[config.mk]
export PLATFORM = sky130hd
export DESIGN_NAME = dds_control_word_decoder_unit_flat
export DESIGN_NICKNAME = d
export VERILOG_FILES = /design/src/rtl/core/dcwd_pkg.sv /design/src/rtl/core/dcwd_if.sv /design/src/rtl/core/dds_control_word_decoder_unit.sv /design/src/rtl/core/dcwd_front.sv /design/src/rtl/core/dcwd_queue.sv /design/src/rtl/core/dcwd_back.sv /design/src/flat_wrapper.sv
export SDC_FILE = /design/constraint.sdc
export NUM_CORES = 1
export LEC_CHECK = 0
export ABC_AREA = 1
export BUFFER_PORTS_ARGS = -buffer_cell sky130_fd_sc_hd__buf_4
export CORE_AREA = 2 2 123 113
export CTS_CLUSTER_SIZE = 10
export DETAILED_ROUTE_END_ITERATION = 10
export DIE_AREA = 0 0 125 115
export PLACE_DENSITY = 0.75
export SYNTH_ARGS = -nofsm -noshare
export SYNTH_HDL_FRONTEND = slang
export SYNTH_SLANG_ARGS = --single-unit
[constraint.sdc]
create_clock -name clk -period 2.75 [get_ports clk]
set_clock_uncertainty 0.05 [all_clocks]
set_input_delay 0.4125 -clock clk [delete_from_list [all_inputs] [get_ports clk]]
set_output_delay 0.4125 -clock clk [all_outputs]
set_load 0.005 [all_outputs]
[src/rtl/core/dcwd_pkg.sv]
// Shared types, codes and decode helpers for the DDS control word decoder.
package dcwd_pkg;

  // Field widths.
  localparam int HALF_W  = 14;
  localparam int PHASE_W = 12;
  localparam int FREQ_W  = 2 * HALF_W;

  // Transfers longer than this are dropped as too long.
  localparam logic [7:0] MAX_BYTES = 8'd4;

  // Action type in bits 15:14 of the first word.
  localparam logic [1:0] TYPE_CTRL  = 2'b00;
  localparam logic [1:0] TYPE_PHASE = 2'b11;

  // Bit positions inside the first word.
  localparam int BIT_FREQ_CHAN  = 15;
  localparam int BIT_PAIR       = 13;
  localparam int BIT_PHASE_CHAN = 13;
  localparam int BIT_UPPER      = 12;
  localparam int BIT_FSEL       = 11;
  localparam int BIT_PSEL       = 10;
  localparam int BIT_RESET      = 8;
  localparam int BIT_SLEEP_A    = 7;
  localparam int BIT_SLEEP_B    = 6;
  localparam int BIT_OPBITEN    = 5;
  localparam int BIT_DIV2       = 3;
  localparam int BIT_MODE       = 1;

  // Command codes produced by the classifier.
  localparam logic [2:0] OP_EMPTY      = 3'd0;
  localparam logic [2:0] OP_LONG       = 3'd1;
  localparam logic [2:0] OP_SHORT_PAIR = 3'd2;
  localparam logic [2:0] OP_PHASE      = 3'd3;
  localparam logic [2:0] OP_PAIR       = 3'd4;
  localparam logic [2:0] OP_UPPER      = 3'd5;
  localparam logic [2:0] OP_LOWER      = 3'd6;
  localparam logic [2:0] OP_CTRL       = 3'd7;

  // Reported event kinds.
  localparam logic [2:0] EV_EMPTY       = 3'd0;
  localparam logic [2:0] EV_LONG        = 3'd1;
  localparam logic [2:0] EV_SHORT_PAIR  = 3'd2;
  localparam logic [2:0] EV_PHASE       = 3'd3;
  localparam logic [2:0] EV_HALF        = 3'd4;
  localparam logic [2:0] EV_FREQ        = 3'd5;
  localparam logic [2:0] EV_ENTER_RESET = 3'd6;
  localparam logic [2:0] EV_CONTROL     = 3'd7;

  // Waveform codes.
  localparam logic [2:0] WAVE_NONE     = 3'd0;
  localparam logic [2:0] WAVE_OFF      = 3'd1;
  localparam logic [2:0] WAVE_SQ_HALF  = 3'd2;
  localparam logic [2:0] WAVE_SQUARE   = 3'd3;
  localparam logic [2:0] WAVE_TRIANGLE = 3'd4;
  localparam logic [2:0] WAVE_SINE     = 3'd5;

  // Select value that means the select was never written.
  localparam logic [1:0] SEL_NEVER = 2'd2;

  // Classified command passed from the front end to the back end.
  typedef struct packed {
    logic [2:0]        op;
    logic              chan;
    logic [HALF_W-1:0] data;
    logic [HALF_W-1:0] data2;
  } cmd_t;

  // One result transaction.
  typedef struct packed {
    logic [2:0]         event_kind;
    logic               channel;
    logic [PHASE_W-1:0] phase_value;
    logic [FREQ_W-1:0]  frequency_word;
    logic               reset_active;
    logic [1:0]         freq_select_now;
    logic [1:0]         phase_select_now;
    logic [2:0]         waveform_now;
    logic               freq_select_changed;
    logic               phase_select_changed;
    logic               waveform_changed;
  } result_t;

  // Decode the waveform bits of a control word; some patterns keep the old code.
  function automatic logic [2:0] decode_wave(input logic [HALF_W-1:0] w,
                                             input logic [2:0] old);
    logic [2:0] res;
    res = old;
    if (w[BIT_SLEEP_A] || w[BIT_SLEEP_B]) begin
      res = WAVE_OFF;
    end else if (w[BIT_OPBITEN] && !w[BIT_MODE]) begin
      res = w[BIT_DIV2] ? WAVE_SQUARE : WAVE_SQ_HALF;
    end else if (!w[BIT_OPBITEN]) begin
      res = w[BIT_MODE] ? WAVE_TRIANGLE : WAVE_SINE;
    end
    return res;
  endfunction

endpackage

[src/rtl/core/dcwd_if.sv]
// Valid/ready channel interfaces for the transfer input and the event output.
interface dcwd_in_if;
  logic        valid;
  logic        ready;
  logic [15:0] first_word;
  logic [15:0] second_word;
  logic [7:0]  byte_count;

  modport source (output valid, first_word, second_word, byte_count, input ready);
  modport sink (input valid, first_word, second_word, byte_count, output ready);
endinterface

interface dcwd_out_if;
  logic        valid;
  logic        ready;
  logic [2:0]  event_kind;
  logic        channel;
  logic [11:0] phase_value;
  logic [27:0] frequency_word;
  logic        reset_active;
  logic [1:0]  freq_select_now;
  logic [1:0]  phase_select_now;
  logic [2:0]  waveform_now;
  logic        freq_select_changed;
  logic        phase_select_changed;
  logic        waveform_changed;

  modport source (output valid, event_kind, channel, phase_value, frequency_word,
                  reset_active, freq_select_now, phase_select_now, waveform_now,
                  freq_select_changed, phase_select_changed, waveform_changed,
                  input ready);
  modport sink (input valid, event_kind, channel, phase_value, frequency_word,
                reset_active, freq_select_now, phase_select_now, waveform_now,
                freq_select_changed, phase_select_changed, waveform_changed,
                output ready);
endinterface

[src/rtl/core/dds_control_word_decoder_unit.sv]
// Top level of the DDS control word decoder: classifier, command queue, executor.
//
//   Channel   Direction   Carries
//   in_ch     sink        first_word, second_word, byte_count (one serial transfer)
//   out_ch    source      one decoded event with the decoder state after it
//
// One transfer per clock is sustained while the output is not stalled; an accepted
// transfer is written into the queue, then executed into the output register.
// The state update and the result decode happen in the same cycle in the back end.
// rst_n is synchronous and active low; it empties the queue and output register
// and returns the selects to never set, the waveform to none, halves invalid.
// A stalled output holds its result; the two-entry queue keeps accepting until full.
module dds_control_word_decoder_unit
  import dcwd_pkg::*;
(
  input  logic          clk,
  input  logic          rst_n,
  dcwd_in_if.sink       in_ch,
  dcwd_out_if.source    out_ch
);

  logic q_push;
  logic q_ready;
  cmd_t q_cmd_in;
  logic q_pop;
  logic q_valid;
  cmd_t q_cmd_out;

  dcwd_front u_front (
    .in_ch   (in_ch),
    .q_ready (q_ready),
    .q_push  (q_push),
    .q_cmd   (q_cmd_in)
  );

  dcwd_queue u_queue (
    .clk        (clk),
    .rst_n      (rst_n),
    .push       (q_push),
    .push_cmd   (q_cmd_in),
    .push_ready (q_ready),
    .pop        (q_pop),
    .pop_valid  (q_valid),
    .pop_cmd    (q_cmd_out)
  );

  dcwd_back u_back (
    .clk     (clk),
    .rst_n   (rst_n),
    .q_valid (q_valid),
    .q_cmd   (q_cmd_out),
    .q_pop   (q_pop),
    .out_ch  (out_ch)
  );

endmodule

[src/rtl/core/dcwd_front.sv]
// Front end: accepts transfers and classifies them into commands.
module dcwd_front
  import dcwd_pkg::*;
(
  dcwd_in_if.sink in_ch,
  input  logic    q_ready,
  output logic    q_push,
  output cmd_t    q_cmd
);

  // Accept whenever the command queue has room.
  assign in_ch.ready = q_ready;
  assign q_push      = in_ch.valid && q_ready;

  // Classify the transfer by length and action type.
  always_comb begin
    q_cmd       = '0;
    q_cmd.data  = in_ch.first_word[HALF_W-1:0];
    q_cmd.data2 = in_ch.second_word[HALF_W-1:0];
    if (in_ch.byte_count == 8'd0) begin
      q_cmd.op = OP_EMPTY;
    end else if (in_ch.byte_count > MAX_BYTES) begin
      q_cmd.op = OP_LONG;
    end else begin
      case (in_ch.first_word[15:14])
        TYPE_PHASE: begin
          q_cmd.op   = OP_PHASE;
          q_cmd.chan = in_ch.first_word[BIT_PHASE_CHAN];
        end
        TYPE_CTRL: begin
          q_cmd.op = OP_CTRL;
        end
        default: begin
          q_cmd.chan = in_ch.first_word[BIT_FREQ_CHAN];
          if (in_ch.first_word[BIT_PAIR]) begin
            q_cmd.op = (in_ch.byte_count < MAX_BYTES) ? OP_SHORT_PAIR : OP_PAIR;
          end else begin
            q_cmd.op = in_ch.first_word[BIT_UPPER] ? OP_UPPER : OP_LOWER;
          end
        end
      endcase
    end
  end

endmodule

[src/rtl/core/dcwd_queue.sv]
// Two-entry command queue between the front end and the back end.
module dcwd_queue
  import dcwd_pkg::*;
(
  input  logic clk,
  input  logic rst_n,
  input  logic push,
  input  cmd_t push_cmd,
  output logic push_ready,
  input  logic pop,
  output logic pop_valid,
  output cmd_t pop_cmd
);

  localparam int DEPTH = 2;

  cmd_t       mem_r [DEPTH];
  logic       wr_ptr_r, wr_ptr_nxt;
  logic       rd_ptr_r, rd_ptr_nxt;
  logic [1:0] cnt_r, cnt_nxt;

  assign push_ready = (cnt_r != 2'(DEPTH));
  assign pop_valid  = (cnt_r != 2'd0);
  assign pop_cmd    = mem_r[rd_ptr_r];

  // Pointer and fill count update.
  always_comb begin
    wr_ptr_nxt = push ? ~wr_ptr_r : wr_ptr_r;
    rd_ptr_nxt = pop ? ~rd_ptr_r : rd_ptr_r;
    cnt_nxt    = cnt_r;
    if (push && !pop) begin
      cnt_nxt = cnt_r + 2'd1;
    end else if (pop && !push) begin
      cnt_nxt = cnt_r - 2'd1;
    end
  end

  always_ff @(posedge clk) begin
    if (!rst_n) begin
      wr_ptr_r <= 1'b0;
      rd_ptr_r <= 1'b0;
      cnt_r    <= 2'd0;
    end else begin
      wr_ptr_r <= wr_ptr_nxt;
      rd_ptr_r <= rd_ptr_nxt;
      cnt_r    <= cnt_nxt;
    end
  end

  // Entry storage needs no reset.
  always_ff @(posedge clk) begin
    if (push) begin
      mem_r[wr_ptr_r] <= push_cmd;
    end
  end

  a_cnt_bound: assert property (@(posedge clk) disable iff (!rst_n)
    cnt_r <= 2'(DEPTH))
    else $error("queue count exceeds depth");

  a_no_overflow: assert property (@(posedge clk) disable iff (!rst_n)
    !(push && cnt_r == 2'(DEPTH)))
    else $error("push into a full queue");

  a_no_underflow: assert property (@(posedge clk) disable iff (!rst_n)
    !(pop && cnt_r == 2'd0))
    else $error("pop from an empty queue");

endmodule

[src/rtl/core/dcwd_back.sv]
// Back end: applies commands to the decoder state and registers the result.
module dcwd_back
  import dcwd_pkg::*;
(
  input  logic clk,
  input  logic rst_n,
  input  logic q_valid,
  input  cmd_t q_cmd,
  output logic q_pop,
  dcwd_out_if.source out_ch
);

  logic [HALF_W-1:0] lo_r, lo_nxt;
  logic [HALF_W-1:0] hi_r, hi_nxt;
  logic              lo_valid_r, lo_valid_nxt;
  logic              hi_valid_r, hi_valid_nxt;
  logic              in_reset_r, in_reset_nxt;
  logic [1:0]        fsel_r, fsel_nxt;
  logic [1:0]        psel_r, psel_nxt;
  logic [2:0]        wave_r, wave_nxt;
  result_t           out_r, res;
  logic              out_valid_r;

  // Take a command when the output register is free or being drained.
  assign q_pop = q_valid && (!out_valid_r || out_ch.ready);

  // Execute one command against the current state.
  always_comb begin
    lo_nxt       = lo_r;
    hi_nxt       = hi_r;
    lo_valid_nxt = lo_valid_r;
    hi_valid_nxt = hi_valid_r;
    in_reset_nxt = in_reset_r;
    fsel_nxt     = fsel_r;
    psel_nxt     = psel_r;
    wave_nxt     = wave_r;
    res          = '0;
    res.channel  = q_cmd.chan;
    case (q_cmd.op)
      OP_EMPTY: begin
        res.event_kind = EV_EMPTY;
        res.channel    = 1'b0;
      end
      OP_LONG: begin
        res.event_kind = EV_LONG;
        res.channel    = 1'b0;
      end
      OP_SHORT_PAIR: begin
        res.event_kind = EV_SHORT_PAIR;
      end
      OP_PHASE: begin
        res.event_kind  = EV_PHASE;
        res.phase_value = q_cmd.data[PHASE_W-1:0];
      end
      OP_PAIR: begin
        // Both halves arrive together, so the word is complete at once.
        res.event_kind     = EV_FREQ;
        res.frequency_word = {q_cmd.data2, q_cmd.data};
        lo_valid_nxt       = 1'b0;
        hi_valid_nxt       = 1'b0;
      end
      OP_UPPER: begin
        if (lo_valid_r) begin
          res.event_kind     = EV_FREQ;
          res.frequency_word = {q_cmd.data, lo_r};
          lo_valid_nxt       = 1'b0;
          hi_valid_nxt       = 1'b0;
        end else begin
          res.event_kind = EV_HALF;
          hi_nxt         = q_cmd.data;
          hi_valid_nxt   = 1'b1;
        end
      end
      OP_LOWER: begin
        if (hi_valid_r) begin
          res.event_kind     = EV_FREQ;
          res.frequency_word = {hi_r, q_cmd.data};
          lo_valid_nxt       = 1'b0;
          hi_valid_nxt       = 1'b0;
        end else begin
          res.event_kind = EV_HALF;
          lo_nxt         = q_cmd.data;
          lo_valid_nxt   = 1'b1;
        end
      end
      OP_CTRL: begin
        res.channel = 1'b0;
        if (q_cmd.data[BIT_RESET] && !in_reset_r) begin
          res.event_kind = EV_ENTER_RESET;
          in_reset_nxt   = 1'b1;
        end else begin
          res.event_kind           = EV_CONTROL;
          in_reset_nxt             = q_cmd.data[BIT_RESET];
          fsel_nxt                 = {1'b0, q_cmd.data[BIT_FSEL]};
          psel_nxt                 = {1'b0, q_cmd.data[BIT_PSEL]};
          wave_nxt                 = decode_wave(q_cmd.data, wave_r);
          res.freq_select_changed  = (fsel_nxt != fsel_r);
          res.phase_select_changed = (psel_nxt != psel_r);
          res.waveform_changed     = (wave_nxt != wave_r);
        end
      end
      default: begin
        res.event_kind = EV_EMPTY;
      end
    endcase
    res.reset_active     = in_reset_nxt;
    res.freq_select_now  = fsel_nxt;
    res.phase_select_now = psel_nxt;
    res.waveform_now     = wave_nxt;
  end

  // Control state and output valid.
  always_ff @(posedge clk) begin
    if (!rst_n) begin
      lo_valid_r  <= 1'b0;
      hi_valid_r  <= 1'b0;
      in_reset_r  <= 1'b0;
      fsel_r      <= SEL_NEVER;
      psel_r      <= SEL_NEVER;
      wave_r      <= WAVE_NONE;
      out_valid_r <= 1'b0;
    end else begin
      if (q_pop) begin
        lo_valid_r <= lo_valid_nxt;
        hi_valid_r <= hi_valid_nxt;
        in_reset_r <= in_reset_nxt;
        fsel_r     <= fsel_nxt;
        psel_r     <= psel_nxt;
        wave_r     <= wave_nxt;
      end
      if (q_pop) begin
        out_valid_r <= 1'b1;
      end else if (out_ch.ready) begin
        out_valid_r <= 1'b0;
      end
    end
  end

  // Half words and the result payload need no reset.
  always_ff @(posedge clk) begin
    if (q_pop) begin
      lo_r  <= lo_nxt;
      hi_r  <= hi_nxt;
      out_r <= res;
    end
  end

  assign out_ch.valid                = out_valid_r;
  assign out_ch.event_kind           = out_r.event_kind;
  assign out_ch.channel              = out_r.channel;
  assign out_ch.phase_value          = out_r.phase_value;
  assign out_ch.frequency_word       = out_r.frequency_word;
  assign out_ch.reset_active         = out_r.reset_active;
  assign out_ch.freq_select_now      = out_r.freq_select_now;
  assign out_ch.phase_select_now     = out_r.phase_select_now;
  assign out_ch.waveform_now         = out_r.waveform_now;
  assign out_ch.freq_select_changed  = out_r.freq_select_changed;
  assign out_ch.phase_select_changed = out_r.phase_select_changed;
  assign out_ch.waveform_changed     = out_r.waveform_changed;

  a_halves_not_both: assert property (@(posedge clk) disable iff (!rst_n)
    !(lo_valid_r && hi_valid_r))
    else $error("both frequency halves held at once");

  a_freq_clears: assert property (@(posedge clk) disable iff (!rst_n)
    q_pop && res.event_kind == EV_FREQ |=> !lo_valid_r && !hi_valid_r)
    else $error("completed frequency word left a half pending");

  a_enter_reset: assert property (@(posedge clk) disable iff (!rst_n)
    q_pop && res.event_kind == EV_ENTER_RESET |=>
      in_reset_r && $stable(wave_r) && $stable(fsel_r) && $stable(psel_r))
    else $error("entering reset changed more than the reset state");

  a_flags_control_only: assert property (@(posedge clk) disable iff (!rst_n)
    out_valid_r && out_r.event_kind != EV_CONTROL |->
      !(out_r.freq_select_changed || out_r.phase_select_changed
        || out_r.waveform_changed))
    else $error("change flag set outside a control event");

endmodule
[src/flat_wrapper.sv]
// flat-port wrapper written by rule: the top's interface ports become plain ports
module dds_control_word_decoder_unit_flat import dcwd_pkg::*;
  (clk, rst_n, in_ch_valid, in_ch_first_word, in_ch_second_word, in_ch_byte_count, in_ch_ready, out_ch_valid, out_ch_event_kind, out_ch_channel, out_ch_phase_value, out_ch_frequency_word, out_ch_reset_active, out_ch_freq_select_now, out_ch_phase_select_now, out_ch_waveform_now, out_ch_freq_select_changed, out_ch_phase_select_changed, out_ch_waveform_changed, out_ch_ready);
  dcwd_in_if in_ch_i ();
  dcwd_out_if out_ch_i ();
  input  logic clk;
  input  logic rst_n;
  input wire logic [$bits(in_ch_i.valid)-1:0] in_ch_valid;
  input wire logic [$bits(in_ch_i.first_word)-1:0] in_ch_first_word;
  input wire logic [$bits(in_ch_i.second_word)-1:0] in_ch_second_word;
  input wire logic [$bits(in_ch_i.byte_count)-1:0] in_ch_byte_count;
  output wire logic [$bits(in_ch_i.ready)-1:0] in_ch_ready;
  output wire logic [$bits(out_ch_i.valid)-1:0] out_ch_valid;
  output wire logic [$bits(out_ch_i.event_kind)-1:0] out_ch_event_kind;
  output wire logic [$bits(out_ch_i.channel)-1:0] out_ch_channel;
  output wire logic [$bits(out_ch_i.phase_value)-1:0] out_ch_phase_value;
  output wire logic [$bits(out_ch_i.frequency_word)-1:0] out_ch_frequency_word;
  output wire logic [$bits(out_ch_i.reset_active)-1:0] out_ch_reset_active;
  output wire logic [$bits(out_ch_i.freq_select_now)-1:0] out_ch_freq_select_now;
  output wire logic [$bits(out_ch_i.phase_select_now)-1:0] out_ch_phase_select_now;
  output wire logic [$bits(out_ch_i.waveform_now)-1:0] out_ch_waveform_now;
  output wire logic [$bits(out_ch_i.freq_select_changed)-1:0] out_ch_freq_select_changed;
  output wire logic [$bits(out_ch_i.phase_select_changed)-1:0] out_ch_phase_select_changed;
  output wire logic [$bits(out_ch_i.waveform_changed)-1:0] out_ch_waveform_changed;
  input wire logic [$bits(out_ch_i.ready)-1:0] out_ch_ready;
  assign in_ch_i.valid = in_ch_valid;
  assign in_ch_i.first_word = in_ch_first_word;
  assign in_ch_i.second_word = in_ch_second_word;
  assign in_ch_i.byte_count = in_ch_byte_count;
  assign in_ch_ready = in_ch_i.ready;
  assign out_ch_valid = out_ch_i.valid;
  assign out_ch_event_kind = out_ch_i.event_kind;
  assign out_ch_channel = out_ch_i.channel;
  assign out_ch_phase_value = out_ch_i.phase_value;
  assign out_ch_frequency_word = out_ch_i.frequency_word;
  assign out_ch_reset_active = out_ch_i.reset_active;
  assign out_ch_freq_select_now = out_ch_i.freq_select_now;
  assign out_ch_phase_select_now = out_ch_i.phase_select_now;
  assign out_ch_waveform_now = out_ch_i.waveform_now;
  assign out_ch_freq_select_changed = out_ch_i.freq_select_changed;
  assign out_ch_phase_select_changed = out_ch_i.phase_select_changed;
  assign out_ch_waveform_changed = out_ch_i.waveform_changed;
  assign out_ch_i.ready = out_ch_ready;
  dds_control_word_decoder_unit u_core (.clk(clk), .rst_n(rst_n), .in_ch(in_ch_i), .out_ch(out_ch_i));
endmodule
==> run summary <==
Final period util = 0.8723
Initial antenna violation count = 0
Top-area cell type share of the netlist area = 0.6744
Unrepaired setup endpoints after global routing = no
Syn. warnings = 0
Area leader, netlist = edfxtp_1
Congestion Overflow GR = 0
TritonRoute pass-1 iters = 5
Internal Power = 0.005879 W
IO Pins = 101
FF-to-FF path depth = 10
HP Class = in -> reg
Share of cells above drive strength 1 = 0.2738
Synthesized area per cell = 12.37 µm²
Data required, critical path = 2860 ps
Sequential Power Share = 0.452
Vias in the first global route = 4,071
Prevailing post-synth register cell = edfxtp_1
Worst-skew pair later-pin latency = 420 ps
Global-route wire length before repair = 20,380 µm
Min cycle time layout = 2399 ps
Layout area overhead = 22.21%
Count of cell types in the netlist = 34
CP Cell Sequence = buf_4 -> nand2_1 -> o21ai_1 -> nand2_1 -> nand3_2 -> nand2_1 -> nand2_1 -> nand2_1 -> nor2_1 -> nor2_1
CP Depth = 10
Asr flop ratio synth = 0
Final core utilization = 0.6100
Root Buffer = clkbuf_16
Final HPWL DP = 8773 µm
Die Width = 125 µm
Pin count of the biggest net entering global routing = 41
DR vias = 4,096
IO buf count = 98
# DRC = 0
Placer congestion estimate = 0.8169
Critical Setup Path Class = reg -> reg
Clock power frac = 0.260
Row Count = 40
Ant diodes = 0
Post-route antenna net violation count = 0
Critical path buffers and inverters = 1
Number of H-tree levels = 4
Iter 0 DRT Violations = 344
Max incr delay on CP = 670 ps
Net Count, Synth = 576
TritonCTS clock tree = built
Sequential cell area fraction in the yosys report = 0.7234
VDD IR-drop max = 0.5737 mV
Most frequent cell after synthesis = edfxtp_1
Core area = 13,110 µm²
Post-synth EDFFs = 147
WL final = 12,600 µm
Startpoint types = flip-flop
Nature of the critical path endpoint = flip-flop
Power density cells = 1075 nW/µm²
Clk slew on worst S/H paths = 60 ps
Total of max-cap violations = 0
Wirelength per Cell = 15.40 µm
Slew margin rel. = 0.6242
Yosys reg bits = 163
Crit-path leading delay family = simple AND/OR/NAND/NOR gates
Slew @ Worst Pin = 563.1 ps
Status = complete, no violations
Starting Density = 0.4991
Setup violators final = 0
Mapped Area = 6545 µm²
Crit path max fanout = 27
Cells resized by post-CTS repair = 0
Hold Path Cell Cnt = 1
Worst path slowest cell = dfxtp_1
Post-synth top cells = edfxtp_1 (147), nand2_1 (144), inv_1 (48)
Clock Tree Buf Depth = 2
Post-CTS Setup Inserts = 0
NetSw = 0.002718 W
Net Sw Frac = 0.3162
Max-slew violation count = 0
Vert. Die Dim = 115 µm
Final hold vios = 0
Hold bufs inserted after CTS = 0
Post-layout nets = 686
Num Clock Sinks = 163
Peak Freq = 416.9 MHz
Die area = 14,380 µm²
WP data arrival = 2510 ps
Leakage = 3.183 nW
Setup TNS = 0 ps
Synth area leaders = edfxtp_1 (67%), nand2_1 (8.3%), dfxtp_1 (4.9%), inv_1 (2.8%), o21ai_0 (2.2%)
Final hold slack = 123.1 ps
Vias/cell = 5.007
Comb power frac = 0.287
Gr usage total = 0.1845
Cell count after synthesis = 529
Most common cell on crit path = nand2_1
Num CTS Buffers = 17
## final cells by class
type | count | area (µm²)
clock inverter | 13 | 137.6
fill | 1038 | 5114
multi-input combinational | 298 | 1490
sequential | 163 | 4735
timing repair buffer | 106 | 795.8
inverter | 53 | 205.2
clock buffer | 17 | 425.4
tap | 168 | 210.2
## worst register-to-register path: cells and delay by family (launching register included)
family	cells	cell delay [ps]
AO/OA/AOI/OAI	1	300
buffers and inverters	1	400
flip-flops	1	670
AND/OR/NAND/NOR	8	740
## cell families after synthesis
| family | share of synthesized area |
|---|---|
| adder cells (fa/ha/maj) | 0.005736 |
| flip-flops | 0.7234 |
| AND/OR/NAND/NOR | 0.1466 |
| XOR/XNOR | 0.001338 |
| AO/OA/AOI/OAI | 0.07322 |
| buffers and inverters | 0.04970 |
## cell usage in the layout (no fill, tap or decap), drive strengths merged
cell and count:
o21ai 44, ha 3, xor2 1, a31oi 2, edfxtp 147, clkinvlp 4, clkinv 8, nor2 42
inv 52, nand4 2, clkbuf 17, a221oi 1, bufinv 2, or2 7, nand3 11, a22oi 11
buf 106, o211ai 4, nand2 156, a21oi 13, a211oi 1, dfxtp 16
## per-stage QoR
step	power, W	setup slack, ps	instances	cell area [µm²]
after floorplan	0.005290	75.32	529	6549
after global placement	0.006313	531.4	788	7436
after detailed placement	0.006421	386.7	788	7436
after CTS	0.008649	336.8	818	7999
after global routing	0.009055	154.0	818	7999
final	0.008597	351.3	818	7999
## state kept, by name (all words and copies together) (netlist names), 2 cells and up, named ones only
| signal | flops |
|---|---|
| u_core.u_back.wave_r | 3 |
| u_core.u_back.fsel_r | 2 |
| u_core.u_back.out_ch.freq_select_now | 2 |
| u_core.u_back.out_ch.waveform_now | 3 |
| u_core.u_queue.cnt_r | 2 |
| u_core.u_back.hi_r | 14 |
| u_core.u_queue.mem_r | 64 |
| u_core.u_back.out_ch.phase_value | 12 |
| u_core.u_back.psel_r | 2 |
| u_core.u_back.out_ch.phase_select_now | 2 |
| u_core.u_back.out_ch.event_kind | 3 |
| u_core.u_back.lo_r | 14 |
| u_core.u_back.out_ch.frequency_word | 28 |
## power groups by stage
stage	registers [W]	clock network (W)	logic (W)
detailed placement	0.00395	0	0.00247
global route	0.00396	0.00235	0.00274
floorplan	0.00393	0	0.00136
global placement	0.00391	0	0.00240
finish	0.00389	0.00224	0.00247
CTS	0.00390	0.00226	0.00249
## layer usage
| layer | vias up | global-route usage | routed length (µm) |
|---|---|---|---|
| met5 | - | 0 | 0 |
| met4 | 0 | 0.07481 | 228 |
| met3 | 17 | 0.04374 | 842 |
| met2 | 156 | 0.2946 | 6036 |
| met1 | 1900 | 0.2484 | 5492 |
| li1 | 2023 | - | - |
## final timing paths
path                           startpoint                                    end  slack, ps
setup / recovery                flip-flop  u_core.u_back.out_ch.waveform_changed        350
setup reg to reg                flip-flop  u_core.u_back.out_ch.waveform_changed        350
hold reg to reg   u_core.u_queue.rd_ptr_r                              flip-flop        420
hold / removal        in_ch_first_word[8]            u_core.u_queue.mem_r[0][22]        120
No activity file was read; power rests on OpenSTA's default activity.
